**src/hdl/http_request_keyword_filter_defines.svh**
```systemverilog
// ----------------------------------------------------------------------------
// HTTP request keyword filter - assertion macros
// Shared concurrent assertion wrappers, clocked on i_clk, off during reset.
// ----------------------------------------------------------------------------
`ifndef HTTP_REQUEST_KEYWORD_FILTER_DEFINES_SVH
`define HTTP_REQUEST_KEYWORD_FILTER_DEFINES_SVH

// antecedent implies consequent in the same cycle
`define HRKF_ASSERT_IMP(label, ante, cons, msg) \
    label: assert property (@(posedge i_clk) disable iff (!i_rst_n) \
        (ante) |-> (cons)) else $error(msg);

// condition holds on every clock edge out of reset
`define HRKF_ASSERT_ALWAYS(label, cond, msg) \
    label: assert property (@(posedge i_clk) disable iff (!i_rst_n) \
        (cond)) else $error(msg);

`endif

```
**src/hdl/hrkf_pkg.sv**
```systemverilog
// ----------------------------------------------------------------------------
// hrkf_pkg
// Types, codes and helpers shared by the keyword filter modules.
// ----------------------------------------------------------------------------
package hrkf_pkg;

    localparam int NUM_KEYS    = 4;
    localparam int KEY_CHARS   = 8;
    localparam int QUEUE_DEPTH = 2;

    typedef enum logic [2:0] {
        V_MATCH    = 3'd0,
        V_SHORT    = 3'd1,
        V_NOT_TCP  = 3'd2,
        V_BAD_IP   = 3'd3,
        V_BAD_TCP  = 3'd4,
        V_BAD_LEN  = 3'd5,
        V_NO_METH  = 3'd6,
        V_NO_KEY   = 3'd7
    } t_verdict;

    typedef enum logic [2:0] {
        CFG_KEY0  = 3'd0,
        CFG_KEY1  = 3'd1,
        CFG_KEY2  = 3'd2,
        CFG_KEY3  = 3'd3,
        CFG_ROLES = 3'd4,
        CFG_CASE  = 3'd5
    } t_cfg_index;

    localparam logic [1:0] ROLE_AND = 2'd1;
    localparam logic [1:0] ROLE_OR  = 2'd2;

    localparam logic [63:0] KEY0_RESET  = 64'd7237970109966541168;
    localparam logic [7:0]  ROLES_RESET = 8'd1;

    // normalised keyword set as seen by the search
    typedef struct packed {
        logic [NUM_KEYS-1:0][KEY_CHARS-1:0][7:0] chars;
        logic [NUM_KEYS-1:0][3:0]                lens;
        logic                                    case_sens;
    } t_key_cfg;

    typedef struct packed {
        logic [NUM_KEYS-1:0] need;
        logic [NUM_KEYS-1:0] any;
    } t_match_cfg;

    // per-packet summary handed from front to back
    typedef struct packed {
        logic [15:0]         total;
        t_verdict            rej;
        logic [5:0]          ihl;
        logic [5:0]          thl;
        logic [31:0]         head;
        logic [NUM_KEYS-1:0] found;
        logic [7:0]          eff;
        logic [31:0]         saddr;
        logic [31:0]         daddr;
        logic [15:0]         sport;
        logic [15:0]         dport;
    } t_pkt_rec;

    function automatic logic [7:0] norm(input logic [7:0] b, input logic cs);
        if (!cs && b >= 8'h41 && b <= 8'h5A) begin
            norm = b + 8'd32;
        end else begin
            norm = b;
        end
    endfunction

endpackage

```
**src/hdl/hrkf_front.sv**
```systemverilog
// ----------------------------------------------------------------------------
// hrkf_front
// Byte parser and keyword search; emits one summary per datagram.
// ----------------------------------------------------------------------------
module hrkf_front (
    input  logic                i_clk,
    input  logic                i_rst_n,
    input  logic                i_take,
    input  logic [7:0]          i_data_byte,
    input  logic                i_last_byte,
    input  hrkf_pkg::t_key_cfg  i_keys,
    output logic                o_push,
    output hrkf_pkg::t_pkt_rec  o_rec
);

    logic [15:0] r_cnt, n_cnt;
    logic [5:0]  r_ihl, n_ihl, r_thl, n_thl;
    hrkf_pkg::t_verdict r_rej, n_rej;
    logic [31:0] r_saddr, n_saddr, r_daddr, n_daddr, r_head, n_head;
    logic [15:0] r_sport, n_sport, r_dport, n_dport;
    logic [63:0] r_win, n_win;
    logic [hrkf_pkg::NUM_KEYS-1:0] r_fnow, n_fnow, r_ftot, n_ftot, w_hits;
    logic        r_stop, n_stop;
    logic [7:0]  r_eff, n_eff;
    logic [15:0] w_rel, w_pay;
    logic [7:0]  w_nb;
    logic [63:0] w_shift;

    assign w_nb    = hrkf_pkg::norm(i_data_byte, i_keys.case_sens);
    assign w_shift = {r_win[55:0], w_nb};

    // keyword k ends at the newest window byte
    always_comb begin
        logic [2:0] idx;
        for (int k = 0; k < hrkf_pkg::NUM_KEYS; k++) begin
            w_hits[k] = (i_keys.lens[k] != 4'd0);
            for (int j = 0; j < hrkf_pkg::KEY_CHARS; j++) begin
                idx = 3'(i_keys.lens[k] - 4'd1 - 4'(j));
                if (4'(j) < i_keys.lens[k] &&
                    i_keys.chars[k][j] != w_shift[{idx, 3'b000} +: 8]) begin
                    w_hits[k] = 1'b0;
                end
            end
        end
    end

    always_comb begin
        n_cnt = r_cnt;  n_ihl = r_ihl;  n_thl = r_thl;  n_rej = r_rej;
        n_saddr = r_saddr;  n_daddr = r_daddr;  n_head = r_head;
        n_sport = r_sport;  n_dport = r_dport;  n_win = r_win;
        n_fnow = r_fnow;  n_ftot = r_ftot;  n_stop = r_stop;  n_eff = r_eff;
        w_rel = 16'd0;
        w_pay = 16'd0;
        if (r_cnt != 16'hFFFF) begin
            n_cnt = r_cnt + 16'd1;
            if (r_cnt == 16'd0) begin
                n_ihl = {i_data_byte[3:0], 2'b00};
                if (n_ihl == 6'd0 || n_ihl >= 6'd60) begin
                    n_rej = hrkf_pkg::V_BAD_IP;
                end
            end else if (r_cnt == 16'd9) begin
                if (i_data_byte != 8'h06) begin
                    n_rej = hrkf_pkg::V_NOT_TCP;
                end
            end else if (r_cnt >= 16'd12 && r_cnt <= 16'd15) begin
                n_saddr = {r_saddr[23:0], i_data_byte};
            end else if (r_cnt >= 16'd16 && r_cnt <= 16'd19) begin
                n_daddr = {r_daddr[23:0], i_data_byte};
            end
            if (n_ihl != 6'd0 && n_ihl < 6'd60 && r_cnt >= {10'd0, n_ihl}) begin
                w_rel = r_cnt - {10'd0, n_ihl};
                if (w_rel < 16'd2) begin
                    n_sport = {r_sport[7:0], i_data_byte};
                end else if (w_rel < 16'd4) begin
                    n_dport = {r_dport[7:0], i_data_byte};
                end else if (w_rel == 16'd12) begin
                    n_thl = {i_data_byte[7:4], 2'b00};
                    if (n_thl < 6'd20 && n_rej == hrkf_pkg::V_MATCH) begin
                        n_rej = hrkf_pkg::V_BAD_TCP;
                    end
                end
                if (n_thl >= 6'd20 && w_rel >= {10'd0, n_thl}) begin
                    w_pay = w_rel - {10'd0, n_thl};
                    if (w_pay < 16'd4) begin
                        n_head[{w_pay[1:0], 3'b000} +: 8] = i_data_byte;
                    end
                    if (r_eff == 8'd0) begin
                        if ((w_pay == 16'd100 || w_pay == 16'd200) &&
                            (i_data_byte < 8'd33 || i_data_byte > 8'd126)) begin
                            n_eff  = w_pay[7:0];
                            n_fnow = '0;
                            n_stop = 1'b1;
                        end else begin
                            n_ftot = r_ftot | r_fnow;
                            n_fnow = '0;
                            if (!r_stop) begin
                                if (w_nb == 8'd0) begin
                                    n_stop = 1'b1;
                                end else begin
                                    n_win  = w_shift;
                                    n_fnow = w_hits;
                                end
                            end
                        end
                    end
                end
            end
        end
    end

    always_ff @(posedge i_clk) begin
        if (!i_rst_n || (i_take && i_last_byte)) begin
            r_cnt <= '0;  r_ihl <= '0;  r_thl <= '0;  r_rej <= hrkf_pkg::V_MATCH;
            r_saddr <= '0;  r_daddr <= '0;  r_head <= '0;
            r_sport <= '0;  r_dport <= '0;  r_win <= '0;
            r_fnow <= '0;  r_ftot <= '0;  r_stop <= 1'b0;  r_eff <= '0;
        end else if (i_take) begin
            r_cnt <= n_cnt;  r_ihl <= n_ihl;  r_thl <= n_thl;  r_rej <= n_rej;
            r_saddr <= n_saddr;  r_daddr <= n_daddr;  r_head <= n_head;
            r_sport <= n_sport;  r_dport <= n_dport;  r_win <= n_win;
            r_fnow <= n_fnow;  r_ftot <= n_ftot;  r_stop <= n_stop;  r_eff <= n_eff;
        end
    end

    // pending hit on the final byte is dropped: search ends one byte early
    assign o_push = i_take && i_last_byte;
    always_comb begin
        o_rec.total = n_cnt;
        o_rec.rej   = n_rej;
        o_rec.ihl   = n_ihl;
        o_rec.thl   = n_thl;
        o_rec.head  = n_head;
        o_rec.found = n_ftot;
        o_rec.eff   = n_eff;
        o_rec.saddr = n_saddr;
        o_rec.daddr = n_daddr;
        o_rec.sport = n_sport;
        o_rec.dport = n_dport;
    end

endmodule

```
**src/hdl/hrkf_queue.sv**
```systemverilog
// ----------------------------------------------------------------------------
// hrkf_queue
// Short FIFO of packet summaries between front and back.
// ----------------------------------------------------------------------------
`include "http_request_keyword_filter_defines.svh"

module hrkf_queue (
    input  logic               i_clk,
    input  logic               i_rst_n,
    input  logic               i_push,
    input  hrkf_pkg::t_pkt_rec i_rec,
    input  logic               i_pop,
    output logic               o_full,
    output logic               o_valid,
    output hrkf_pkg::t_pkt_rec o_rec
);

    localparam int PW = $clog2(hrkf_pkg::QUEUE_DEPTH);

    hrkf_pkg::t_pkt_rec r_mem [hrkf_pkg::QUEUE_DEPTH];
    logic [PW-1:0] r_wp, r_rp;
    logic [PW:0]   r_count;

    assign o_full  = (r_count == (PW+1)'(hrkf_pkg::QUEUE_DEPTH));
    assign o_valid = (r_count != '0);
    assign o_rec   = r_mem[r_rp];

    always_ff @(posedge i_clk) begin
        if (i_push) begin
            r_mem[r_wp] <= i_rec;
        end
    end

    always_ff @(posedge i_clk) begin
        if (!i_rst_n) begin
            r_wp    <= '0;
            r_rp    <= '0;
            r_count <= '0;
        end else begin
            if (i_push) begin
                r_wp <= (r_wp == PW'(hrkf_pkg::QUEUE_DEPTH-1)) ? '0 : r_wp + 1'b1;
            end
            if (i_pop) begin
                r_rp <= (r_rp == PW'(hrkf_pkg::QUEUE_DEPTH-1)) ? '0 : r_rp + 1'b1;
            end
            r_count <= r_count + (PW+1)'(i_push) - (PW+1)'(i_pop);
        end
    end

    `HRKF_ASSERT_IMP(a_no_overflow, i_push, !o_full || i_pop, "push into full queue")
    `HRKF_ASSERT_IMP(a_no_underflow, i_pop, o_valid, "pop from empty queue")
    `HRKF_ASSERT_ALWAYS(a_count_range, r_count <= (PW+1)'(hrkf_pkg::QUEUE_DEPTH),
        "queue count out of range")

endmodule

```
**src/hdl/hrkf_back.sv**
```systemverilog
// ----------------------------------------------------------------------------
// hrkf_back
// Judges a packet summary and holds the verdict in the output register.
// ----------------------------------------------------------------------------
`include "http_request_keyword_filter_defines.svh"

module hrkf_back (
    input  logic                 i_clk,
    input  logic                 i_rst_n,
    input  logic                 i_q_valid,
    input  hrkf_pkg::t_pkt_rec   i_rec,
    input  hrkf_pkg::t_match_cfg i_match,
    output logic                 o_pop,
    input  logic                 i_stall,
    output logic                 o_valid,
    output logic [2:0]           o_verdict,
    output logic [15:0]          o_payload_length,
    output logic [31:0]          o_source_address,
    output logic [31:0]          o_destination_address,
    output logic [15:0]          o_source_port,
    output logic [15:0]          o_destination_port
);

    logic               r_valid;
    hrkf_pkg::t_verdict r_verdict, w_verdict;
    logic [15:0] r_plen, r_sport, r_dport, w_len, w_start;
    logic [31:0] r_saddr, r_daddr;
    logic        w_method, w_keep;

    assign w_start  = {9'd0, 7'(i_rec.ihl) + 7'(i_rec.thl)};
    assign w_len    = i_rec.total - w_start;
    assign w_method = (i_rec.head[23:0] == 24'h544547) || (i_rec.head == 32'h54534F50);

    always_comb begin
        if (i_rec.total < 16'd64) begin
            w_verdict = hrkf_pkg::V_SHORT;
        end else if (i_rec.rej != hrkf_pkg::V_MATCH) begin
            w_verdict = i_rec.rej;
        end else if (i_rec.thl < 6'd20) begin
            w_verdict = hrkf_pkg::V_BAD_TCP;
        end else if (i_rec.total < w_start || w_len < 16'd65) begin
            w_verdict = hrkf_pkg::V_BAD_LEN;
        end else if (!w_method) begin
            w_verdict = hrkf_pkg::V_NO_METH;
        end else if (i_match.need != '0) begin
            w_verdict = ((i_rec.found & i_match.need) == i_match.need) ?
                        hrkf_pkg::V_MATCH : hrkf_pkg::V_NO_KEY;
        end else begin
            w_verdict = ((i_rec.found & i_match.any) != '0) ?
                        hrkf_pkg::V_MATCH : hrkf_pkg::V_NO_KEY;
        end
    end

    assign w_keep = (w_verdict == hrkf_pkg::V_MATCH) || (w_verdict == hrkf_pkg::V_NO_KEY);
    assign o_pop  = i_q_valid && (!r_valid || !i_stall);

    always_ff @(posedge i_clk) begin
        if (!i_rst_n) begin
            r_valid <= 1'b0;
        end else if (o_pop) begin
            r_valid <= 1'b1;
        end else if (!i_stall) begin
            r_valid <= 1'b0;
        end
    end

    always_ff @(posedge i_clk) begin
        if (o_pop) begin
            r_verdict <= w_verdict;
            r_plen    <= !w_keep ? 16'd0 :
                         (i_rec.eff != 8'd0) ? {8'd0, i_rec.eff} : w_len;
            r_saddr   <= w_keep ? i_rec.saddr : 32'd0;
            r_daddr   <= w_keep ? i_rec.daddr : 32'd0;
            r_sport   <= w_keep ? i_rec.sport : 16'd0;
            r_dport   <= w_keep ? i_rec.dport : 16'd0;
        end
    end

    assign o_valid               = r_valid;
    assign o_verdict             = r_verdict;
    assign o_payload_length      = r_plen;
    assign o_source_address      = r_saddr;
    assign o_destination_address = r_daddr;
    assign o_source_port         = r_sport;
    assign o_destination_port    = r_dport;

    `HRKF_ASSERT_IMP(a_reject_zero,
        r_valid && r_verdict != hrkf_pkg::V_MATCH && r_verdict != hrkf_pkg::V_NO_KEY,
        r_plen == 16'd0 && r_saddr == 32'd0 && r_sport == 16'd0,
        "rejected packet carries payload fields")
    `HRKF_ASSERT_IMP(a_hold_on_stall, r_valid && i_stall, !o_pop,
        "output overwritten while stalled")

endmodule

```
**src/hdl/http_request_keyword_filter.sv**
```systemverilog
// ----------------------------------------------------------------------------
// http_request_keyword_filter
// IPv4/TCP HTTP request filter with configurable keyword search.
// ----------------------------------------------------------------------------
//  channel   | direction | handshake          | payload
//  ----------+-----------+--------------------+-------------------------------
//  byte in   | in        | i_valid / o_stall  | i_data_byte, i_last_byte
//  verdict   | out       | o_valid / i_stall  | o_verdict .. o_destination_port
//  config    | in        | i_cfg_we           | i_cfg_index, i_cfg_data
//
//  One byte per cycle while o_stall is low; the front parses and searches
//  each byte in the cycle it is taken, the back judges a finished packet
//  once its summary leaves the queue, and registers the verdict.
//  o_stall rises only while the two-entry summary queue is full, i.e. when
//  output stalls back up across several short packets.
//  Synchronous active-low reset; keyword 0 resets to "password" (AND role).
// ----------------------------------------------------------------------------
module http_request_keyword_filter (
    input  logic        i_clk,
    input  logic        i_rst_n,
    input  logic        i_valid,
    output logic        o_stall,
    input  logic [7:0]  i_data_byte,
    input  logic        i_last_byte,
    output logic        o_valid,
    input  logic        i_stall,
    output logic [2:0]  o_verdict,
    output logic [15:0] o_payload_length,
    output logic [31:0] o_source_address,
    output logic [31:0] o_destination_address,
    output logic [15:0] o_source_port,
    output logic [15:0] o_destination_port,
    input  logic        i_cfg_we,
    input  logic [2:0]  i_cfg_index,
    input  logic [63:0] i_cfg_data
);

    logic [hrkf_pkg::NUM_KEYS-1:0][63:0] r_key;
    logic [7:0] r_roles;
    logic       r_case;

    hrkf_pkg::t_key_cfg   w_keys;
    hrkf_pkg::t_match_cfg w_match;
    hrkf_pkg::t_pkt_rec   w_rec_in, w_rec_out;
    logic w_take, w_push, w_full, w_qvalid, w_pop;

    // configuration registers
    always_ff @(posedge i_clk) begin
        if (!i_rst_n) begin
            r_key   <= (hrkf_pkg::NUM_KEYS*64)'(hrkf_pkg::KEY0_RESET);
            r_roles <= hrkf_pkg::ROLES_RESET;
            r_case  <= 1'b0;
        end else if (i_cfg_we) begin
            case (hrkf_pkg::t_cfg_index'(i_cfg_index))
                hrkf_pkg::CFG_KEY0:  r_key[0] <= i_cfg_data;
                hrkf_pkg::CFG_KEY1:  r_key[1] <= i_cfg_data;
                hrkf_pkg::CFG_KEY2:  r_key[2] <= i_cfg_data;
                hrkf_pkg::CFG_KEY3:  r_key[3] <= i_cfg_data;
                hrkf_pkg::CFG_ROLES: r_roles  <= i_cfg_data[7:0];
                hrkf_pkg::CFG_CASE:  r_case   <= i_cfg_data[0];
                default: ;
            endcase
        end
    end

    // keyword length = chars before the first zero; role needs a non-empty key
    always_comb begin
        logic stop;
        w_keys.case_sens = r_case;
        for (int k = 0; k < hrkf_pkg::NUM_KEYS; k++) begin
            stop = 1'b0;
            w_keys.lens[k] = 4'd0;
            for (int j = 0; j < hrkf_pkg::KEY_CHARS; j++) begin
                w_keys.chars[k][j] = hrkf_pkg::norm(r_key[k][8*j +: 8], r_case);
                if (r_key[k][8*j +: 8] == 8'd0) begin
                    stop = 1'b1;
                end
                if (!stop) begin
                    w_keys.lens[k] = w_keys.lens[k] + 4'd1;
                end
            end
            w_match.need[k] = (w_keys.lens[k] != 4'd0) && (r_roles[2*k +: 2] == hrkf_pkg::ROLE_AND);
            w_match.any[k]  = (w_keys.lens[k] != 4'd0) && (r_roles[2*k +: 2] == hrkf_pkg::ROLE_OR);
        end
    end

    assign o_stall = w_full;
    assign w_take  = i_valid && !w_full;

    hrkf_front u_front (
        .i_clk       (i_clk),
        .i_rst_n     (i_rst_n),
        .i_take      (w_take),
        .i_data_byte (i_data_byte),
        .i_last_byte (i_last_byte),
        .i_keys      (w_keys),
        .o_push      (w_push),
        .o_rec       (w_rec_in)
    );

    hrkf_queue u_queue (
        .i_clk   (i_clk),
        .i_rst_n (i_rst_n),
        .i_push  (w_push),
        .i_rec   (w_rec_in),
        .i_pop   (w_pop),
        .o_full  (w_full),
        .o_valid (w_qvalid),
        .o_rec   (w_rec_out)
    );

    hrkf_back u_back (
        .i_clk                 (i_clk),
        .i_rst_n               (i_rst_n),
        .i_q_valid             (w_qvalid),
        .i_rec                 (w_rec_out),
        .i_match               (w_match),
        .o_pop                 (w_pop),
        .i_stall               (i_stall),
        .o_valid               (o_valid),
        .o_verdict             (o_verdict),
        .o_payload_length      (o_payload_length),
        .o_source_address      (o_source_address),
        .o_destination_address (o_destination_address),
        .o_source_port         (o_source_port),
        .o_destination_port    (o_destination_port)
    );

endmodule
```
**config.mk**
```make
export PLATFORM = sky130hd
export DESIGN_NAME = http_request_keyword_filter
export DESIGN_NICKNAME = d
export VERILOG_FILES = /design/src/hdl/hrkf_pkg.sv /design/src/hdl/hrkf_front.sv /design/src/hdl/hrkf_queue.sv /design/src/hdl/hrkf_back.sv /design/src/hdl/http_request_keyword_filter.sv
export VERILOG_INCLUDE_DIRS = /design/src /design/src/hdl
export SDC_FILE = /design/constraint.sdc
export NUM_CORES = 2
export LEC_CHECK = 0
export BUFFER_PORTS_ARGS = -buffer_cell sky130_fd_sc_hd__buf_2
export CAP_MARGIN = 10
export CORE_MARGIN = 1
export CORE_UTILIZATION = 35
export DETAILED_ROUTE_END_ITERATION = 8
export GPL_ROUTABILITY_DRIVEN = 0
export PLACE_DENSITY = 0.5
export SYNTH_ARGS = -nofsm -noshare
export SYNTH_HDL_FRONTEND = slang
export SYNTH_SLANG_ARGS = --single-unit
```
**constraint.sdc**
```tcl
create_clock -name i_clk -period 23 [get_ports i_clk]
set_input_delay 4.6 -clock i_clk [delete_from_list [all_inputs] [get_ports i_clk]]
set_output_delay 4.6 -clock i_clk [all_outputs]
set_load 0.01 [all_outputs]
```
# After elaboration in Yosys (flattened, before gate mapping)
# Memory sizes are Yosys's and may differ from the RTL's. A register that Yosys moved wholly into a read port is not among the register bits.
# Cells that the tools add are included.
dict set report word_totals {
  inputBits 81
  out_inout_bits 117
  reg_bits 617
  memories 1
  ram_bits 342
}
dict set report op_classes {
  shift 34
  muxes 205
  bitwise 7
  n_addsub 103
  n_eq_ne 57
  n_reduce_logical 187
  order_cmp 117
}
# memory depth word_bits read_ports rd_clocked_by_memory_dff wr line
set memory_table {}
lappend memory_table {u_queue.r_mem 2 171 1 1 1 hrkf_queue.sv:20} ;# hrkf_pkg::t_pkt_rec r_mem [hrkf_pkg::QUEUE_DEPTH];
# op count
set ops {}
lappend ops {{$shiftx A64 B7 Y8} 32}
lappend ops {{$mux W32} 13}
lappend ops {{$mux W8} 39}
lappend ops {{$logic_not A8 Y1} 34}
lappend ops {{$add A8 B6 Y8 const B} 33}
lappend ops {{$ge A8 B7 Y1 const B} 33}
lappend ops {{$le A8 B7 Y1 const B} 33}
lappend ops {{$ne A8 B8 Y1} 32}
lappend ops {{$mux W4} 36}
lappend ops {{$mux W16} 8}
lappend ops {{$logic_and A1 B1 Y1} 116}
lappend ops {{$add A4 B1 Y4 const B} 28}
lappend ops {{$mux W1} 79}
lappend ops {{$lt A3 B4 Y1 const A} 16}
lappend ops {{$mux W6} 10}
lappend ops {{$mux W3} 19}
lappend ops {{$sub A3 B3 Y3 const B} 16}
lappend ops {{$bwmux W32} 1}
lappend ops {{$eq A16 B4 Y1 const B} 2}
lappend ops {{$eq A32 B31 Y1 const B} 1}
lappend ops {{$ge A16 B6 Y1} 2}
lappend ops {{$lt A1 B4 Y1 const A} 8}
lappend ops {{$lt A16 B3 Y1 const B} 2}
lappend ops {{$lt A16 B7 Y1 const B} 2}
lappend ops {{other kinds (54)} 115}

# Logic depth before layout (Yosys ltp)
dict set report depth {
  word_depth 32
  mapped_depth 37
  depth_no_buf 32
}

# By module
# Synthesis repeated with hierarchy kept, for this count alone.
dict set report unflattened {
  hier_cells 5463
  hier_area_um2 58114.5
}
# module seq_area_each_um2 cells_per_inst instances area_each_um2
set by_module_without_submodules {}
lappend by_module_without_submodules {hrkf_front 4644.5 2648 1 25205.4}
lappend by_module_without_submodules {http_request_keyword_filter 5305.1 1832 1 14132.3}
lappend by_module_without_submodules {hrkf_queue 10369.9 553 1 12924.9}
lappend by_module_without_submodules {hrkf_back 3473.3 430 1 5851.9}

# Worst setup path before layout
# No wires, ideal clock.
dict set report synth_path {
  path_type {input port to flip-flop}
  startpoint {in i_valid}
  endpoint {mem u_queue.r_mem[0][0] in the netlist's numbering (enable)}
  arrival_time_ns 12.145
  slack_ns 10.149
  path_stages 3
  path_buffers 0
  cell_sequence {nor2b_1 > nand2_1 > nor2_1}
}
dict set report synth_via {
  elab_chain_len 4
}
# element line
set synth_lines {}
lappend synth_lines {{from (decl)} http_request_keyword_filter.sv:21} ;# input logic i_valid,
lappend synth_lines {{$logic_and A1 B1 Y1} http_request_keyword_filter.sv:88} ;# assign w_take = i_valid && !w_full;
lappend synth_lines {{$logic_and A1 B1 Y1} hrkf_front.sv:126} ;# assign o_push = i_take && i_last_byte;
lappend synth_lines {{$mux W1} hrkf_queue.sv:29} ;# if (i_push) begin
lappend synth_lines {{$mux W1 (not written as such)} hrkf_queue.sv:30} ;# r_mem[r_wp] <= i_rec;
lappend synth_lines {{to (decl)} hrkf_queue.sv:20}
# Every way passes these cells.

# Final worst setup path
dict set report layout_path {
  startpoint {in i_data_byte[0]}
  endpoint {reg u_front.r_win[26]}
}
dict set report layout_via {
  elab_chain_len 15
  word_cells_on_any_way 37
  classes_between {add/sub (3); order compare (10); eq/ne (3); mux (8); bitwise (2); reduce/logical (11)}
}
# element line
set layout_lines {}
lappend layout_lines {{from (decl)} http_request_keyword_filter.sv:23} ;# input logic [7:0] i_data_byte,
lappend layout_lines {{branches (longest 14 deep; another with $sub A16 B6 Y16)} --}
lappend layout_lines {{$reduce_and A8 Y1 (no line) *} --}
lappend layout_lines {{to (signal assigned)} hrkf_front.sv:120} ;# r_sport <= n_sport; r_dport <= n_dport; r_win <= n_win;
lappend layout_lines {{to (decl)} hrkf_front.sv:21} ;# logic [63:0] r_win, n_win;
# Every way passes the cells marked *. The select of a mux whose other input is x is not followed.
# A chain may end at the register's enable or synchronous reset.

==> results_dict.tcl <==
set metrics [dict create \
    critical_path_required_ns 23.65 \
    avgSynthCellArea_um2 9.700 \
    seq_power_share_pct 39.7 \
    synth_cells 5974 \
    final_cells 8281 \
    grt_pass1_wl_mm 316.8 \
    io_pins 198 \
    outcome "finished with violations" \
    ir_drop_uv 79.03 \
    grt_overflow 0 \
    skew_ns 0.1295 \
    cts_made_buffers 109 \
    setup_ws_ns 10.85 \
    synth_most_common_cell "nand2_1" \
    violations "design-rule violations" \
    drc 2 \
    p_per_area_nw_per_um2 81.35 \
    viasPerCell 5.854 \
    slew_headroom_pct 18.89 \
    path_delay_family "simple AND/OR/NAND/NOR gates" \
    cts_setup_buffers 0 \
    maxCapViolCount 0 \
    internal_power_mw 3.520 \
    area_delta_synth_final_pct 11.89 \
    synth_area_leaders "edfxtp_1 24%, dfxtp_1 17%, mux2i_1 8.4%" \
    core_area_um2 163500 \
    worstPathArrival_ns 12.80 \
    ys_seq_elements 960 \
    root_buffer "clkbuf_16" \
    slew_violations 0 \
    cts-resized-gates 0 \
    worstSetupPathType "in -> reg" \
    cts_tree "done" \
    ctsHoldBuffers 0 \
    clock_latency_ns 0.79 \
    fillers 16090 \
    num_vias 48480 \
    max_stage_delay_ns 0.93 \
    synthDistinctLibCells 106 \
    power_frac_comb_pct 27.0 \
    worstSetupEndpointType "flop" \
    fmax_ghz 0.08229 \
    critPathMaxFanout 58 \
    htreeDepth 3 \
    power_mw 5.274 \
    clock_sinks 960 \
    synthFlopType "dfxtp_1" \
    syn_nets 6154 \
    swShare_pct 33.26 \
    startpoint_type "input port" \
    setup_tns_ns 0 \
    initial_core_util_pct 35.44 \
    synth-edff-count 457 \
    synth_top_area_cell "edfxtp_1" \
    fin_nets 6181 \
    power_frac_clock_pct 33.4 \
    drive_gt1_share_pct 15.59 \
    async_reset_ff_share_pct 0 \
    drt_iter0_drc 5397 \
    synth_area_um2 57950 \
    post_drt_wl_per_cell_um 26.46 \
    switchingPower_mw 1.754 \
    dp_cells 8065 \
    num_rows 148 \
    min_period_ns 12.15 \
    hold_violations 0 \
    port_buffers 197 \
    rsz0062_at_grt "false" \
    crit_buf_inv 5 \
    pre_cts_ws_ns 10.41 \
    synth_common_cells "877 x nand2_1, 556 x nor2_1, 503 x dfxtp_1" \
    track_usage_pct 25.49 \
    grt_max_degree 113 \
    dpl.hpwl_mm 145.7 \
    cellLeakagePower_nw 23.24 \
    clock_path_buffers 3 \
    hold_path.class "reg -> reg" \
    netlist.area_leader.share_pct 23.68 \
    routed_wl_mm 219.1 \
    die-width_um 408.9 \
    grt_pass1_vias 45620 \
    cts.clk_slew.worst_paths_ns 0.06 \
    ys_seq_area_share_pct 41.06 \
    antenna_found_initial 26 \
    finalCritPeriodShare_pct 52.84 \
    dr.pass1.iters 7 \
    yosysWarningCount 0 \
    tightestPinTransition_ns 1.215 \
    dieArea_um2 167200 \
    cp_slowest_cell "and3_4" \
    die_y_um 408.9 \
    ant_nets 0 \
    setup-violations-final 0 \
]
state kept, by name (all words and copies together) (netlist names), 4 cells and up, named ones only:
register,count
u_front.r_ftot,4
u_front.r_eff,8
r_roles,8
u_front.r_fnow,4
u_back.o_payload_length,16
u_back.o_source_port,16
u_front.r_sport,16
u_front.r_daddr,32
u_queue.r_mem,342
u_back.o_source_address,32
u_front.r_saddr,32
u_front.r_dport,16
r_key,256
u_front.r_cnt,16
u_back.o_destination_address,32
u_front.r_thl,6
u_front.r_head,32
u_front.r_win,56
u_back.o_destination_port,16
u_front.r_ihl,6
metal layers:
metal  global-route usage (%)  part of all wire (%)  wire length [um]
met5                        0                 0.012                27
met3                    5.780                   9.2             20140
met4                    13.90                   6.0             13170
met1                    33.17                    41             89530
met2                    39.08                    44             96270
cells in the final DEF, fill, tap and decap left out, types with 40 or more instances in the layout:
| cell type | netlist | routed |
|---|---|---|
| a21boi_0 | 239 | 239 |
| a21oi_1 | 190 | 188 |
| a31oi_1 | 40 | 40 |
| and2_1 | 55 | 53 |
| and3_1 | 46 | 42 |
| buf_2 | 33 | 196 |
| buf_4 | 14 | 134 |
| clkbuf_16 | 0 | 110 |
| dfxtp_1 | 503 | 501 |
| edfxtp_1 | 457 | 457 |
| ha_1 | 96 | 92 |
| inv_1 | 142 | 142 |
| mux2_2 | 200 | 200 |
| mux2i_1 | 489 | 488 |
| mux4_2 | 168 | 168 |
| nand2_1 | 877 | 875 |
| nand3_1 | 135 | 134 |
| nand4_1 | 58 | 58 |
| nor2_1 | 556 | 554 |
| nor3_1 | 174 | 172 |
| nor4_1 | 90 | 87 |
| o21ai_0 | 108 | 107 |
| o22ai_1 | 40 | 40 |
| or4_1 | 50 | 50 |
| xnor2_1 | 166 | 165 |
| xor2_1 | 113 | 113 |
cells by family after synthesis:
group | share of synthesized area [%]
XOR/XNOR | 4.579
buffers and inverters | 3.867
adder cells (fa/ha/maj) | 2.213
flip-flops | 41.06
AND/OR/NAND/NOR | 17.89
AO/OA/AOI/OAI | 11.45
multiplexers | 18.95
power groups by stage:
stage	sequential (mW)	clock [mW]	combinational, mW
2_1_floorplan	2.17	0	0.937
3_3_place_gp	2.13	0	1.41
3_5_place_dp	2.13	0	1.42
4_1_cts	2.10	1.80	1.43
6_report	2.09	1.76	1.42
5_1_grt	2.11	1.87	1.55
per-stage QoR:
| stage | instance area [um2] | utilization, % | hold WS (ns) |
|---|---|---|---|
| 2_1_floorplan | 57950 | - | 0.4338 |
| 3_3_place_gp | 61180 | 37.42 | 0.4393 |
| 3_5_place_dp | 61180 | 37.42 | 0.4456 |
| 4_1_cts | 64810 | 39.64 | 0.4545 |
| 5_1_grt | 64810 | 39.64 | 0.4793 |
| 6_report | 64840 | 39.65 | 0.4511 |
worst min-delay path, delay by kind of cell, from the launching register on:
family	cells	cell delay, ns
compound gates	1	0.05
simple gates	1	0.05
flops	1	0.30
layout make-up:
| class | count | area, um2 | area share (%) |
|---|---|---|---|
| Clock buffer | 154 | 3068 | 4.732 |
| Inverter | 148 | 559.3 | 0.8626 |
| Clock inverter | 50 | 559.3 | 0.8626 |
| Timing Repair Buffer | 331 | 1998 | 3.082 |
| Antenna cell | 12 | 30.03 | 0.04631 |
| Sequential cell | 960 | 23800 | 36.70 |
| Multi-Input combinational cell | 4451 | 32100 | 49.51 |
| Tap cell | 2175 | 2721 | 4.197 |
worst paths after layout:
check	startpoint	depth (start not counted)	slack (ns)	endpoint
max	i_data_byte[0]	29	10.85	u_front.r_win[26]
min	u_front.r_dport[12]	2	0.45	u_front.r_dport[12]
max reg2reg	r_key[18]	32	11.58	u_front.r_fnow[0]
min reg2reg	u_front.r_dport[12]	2	0.45	u_front.r_dport[12]
Power figures use the tool's default switching activity.
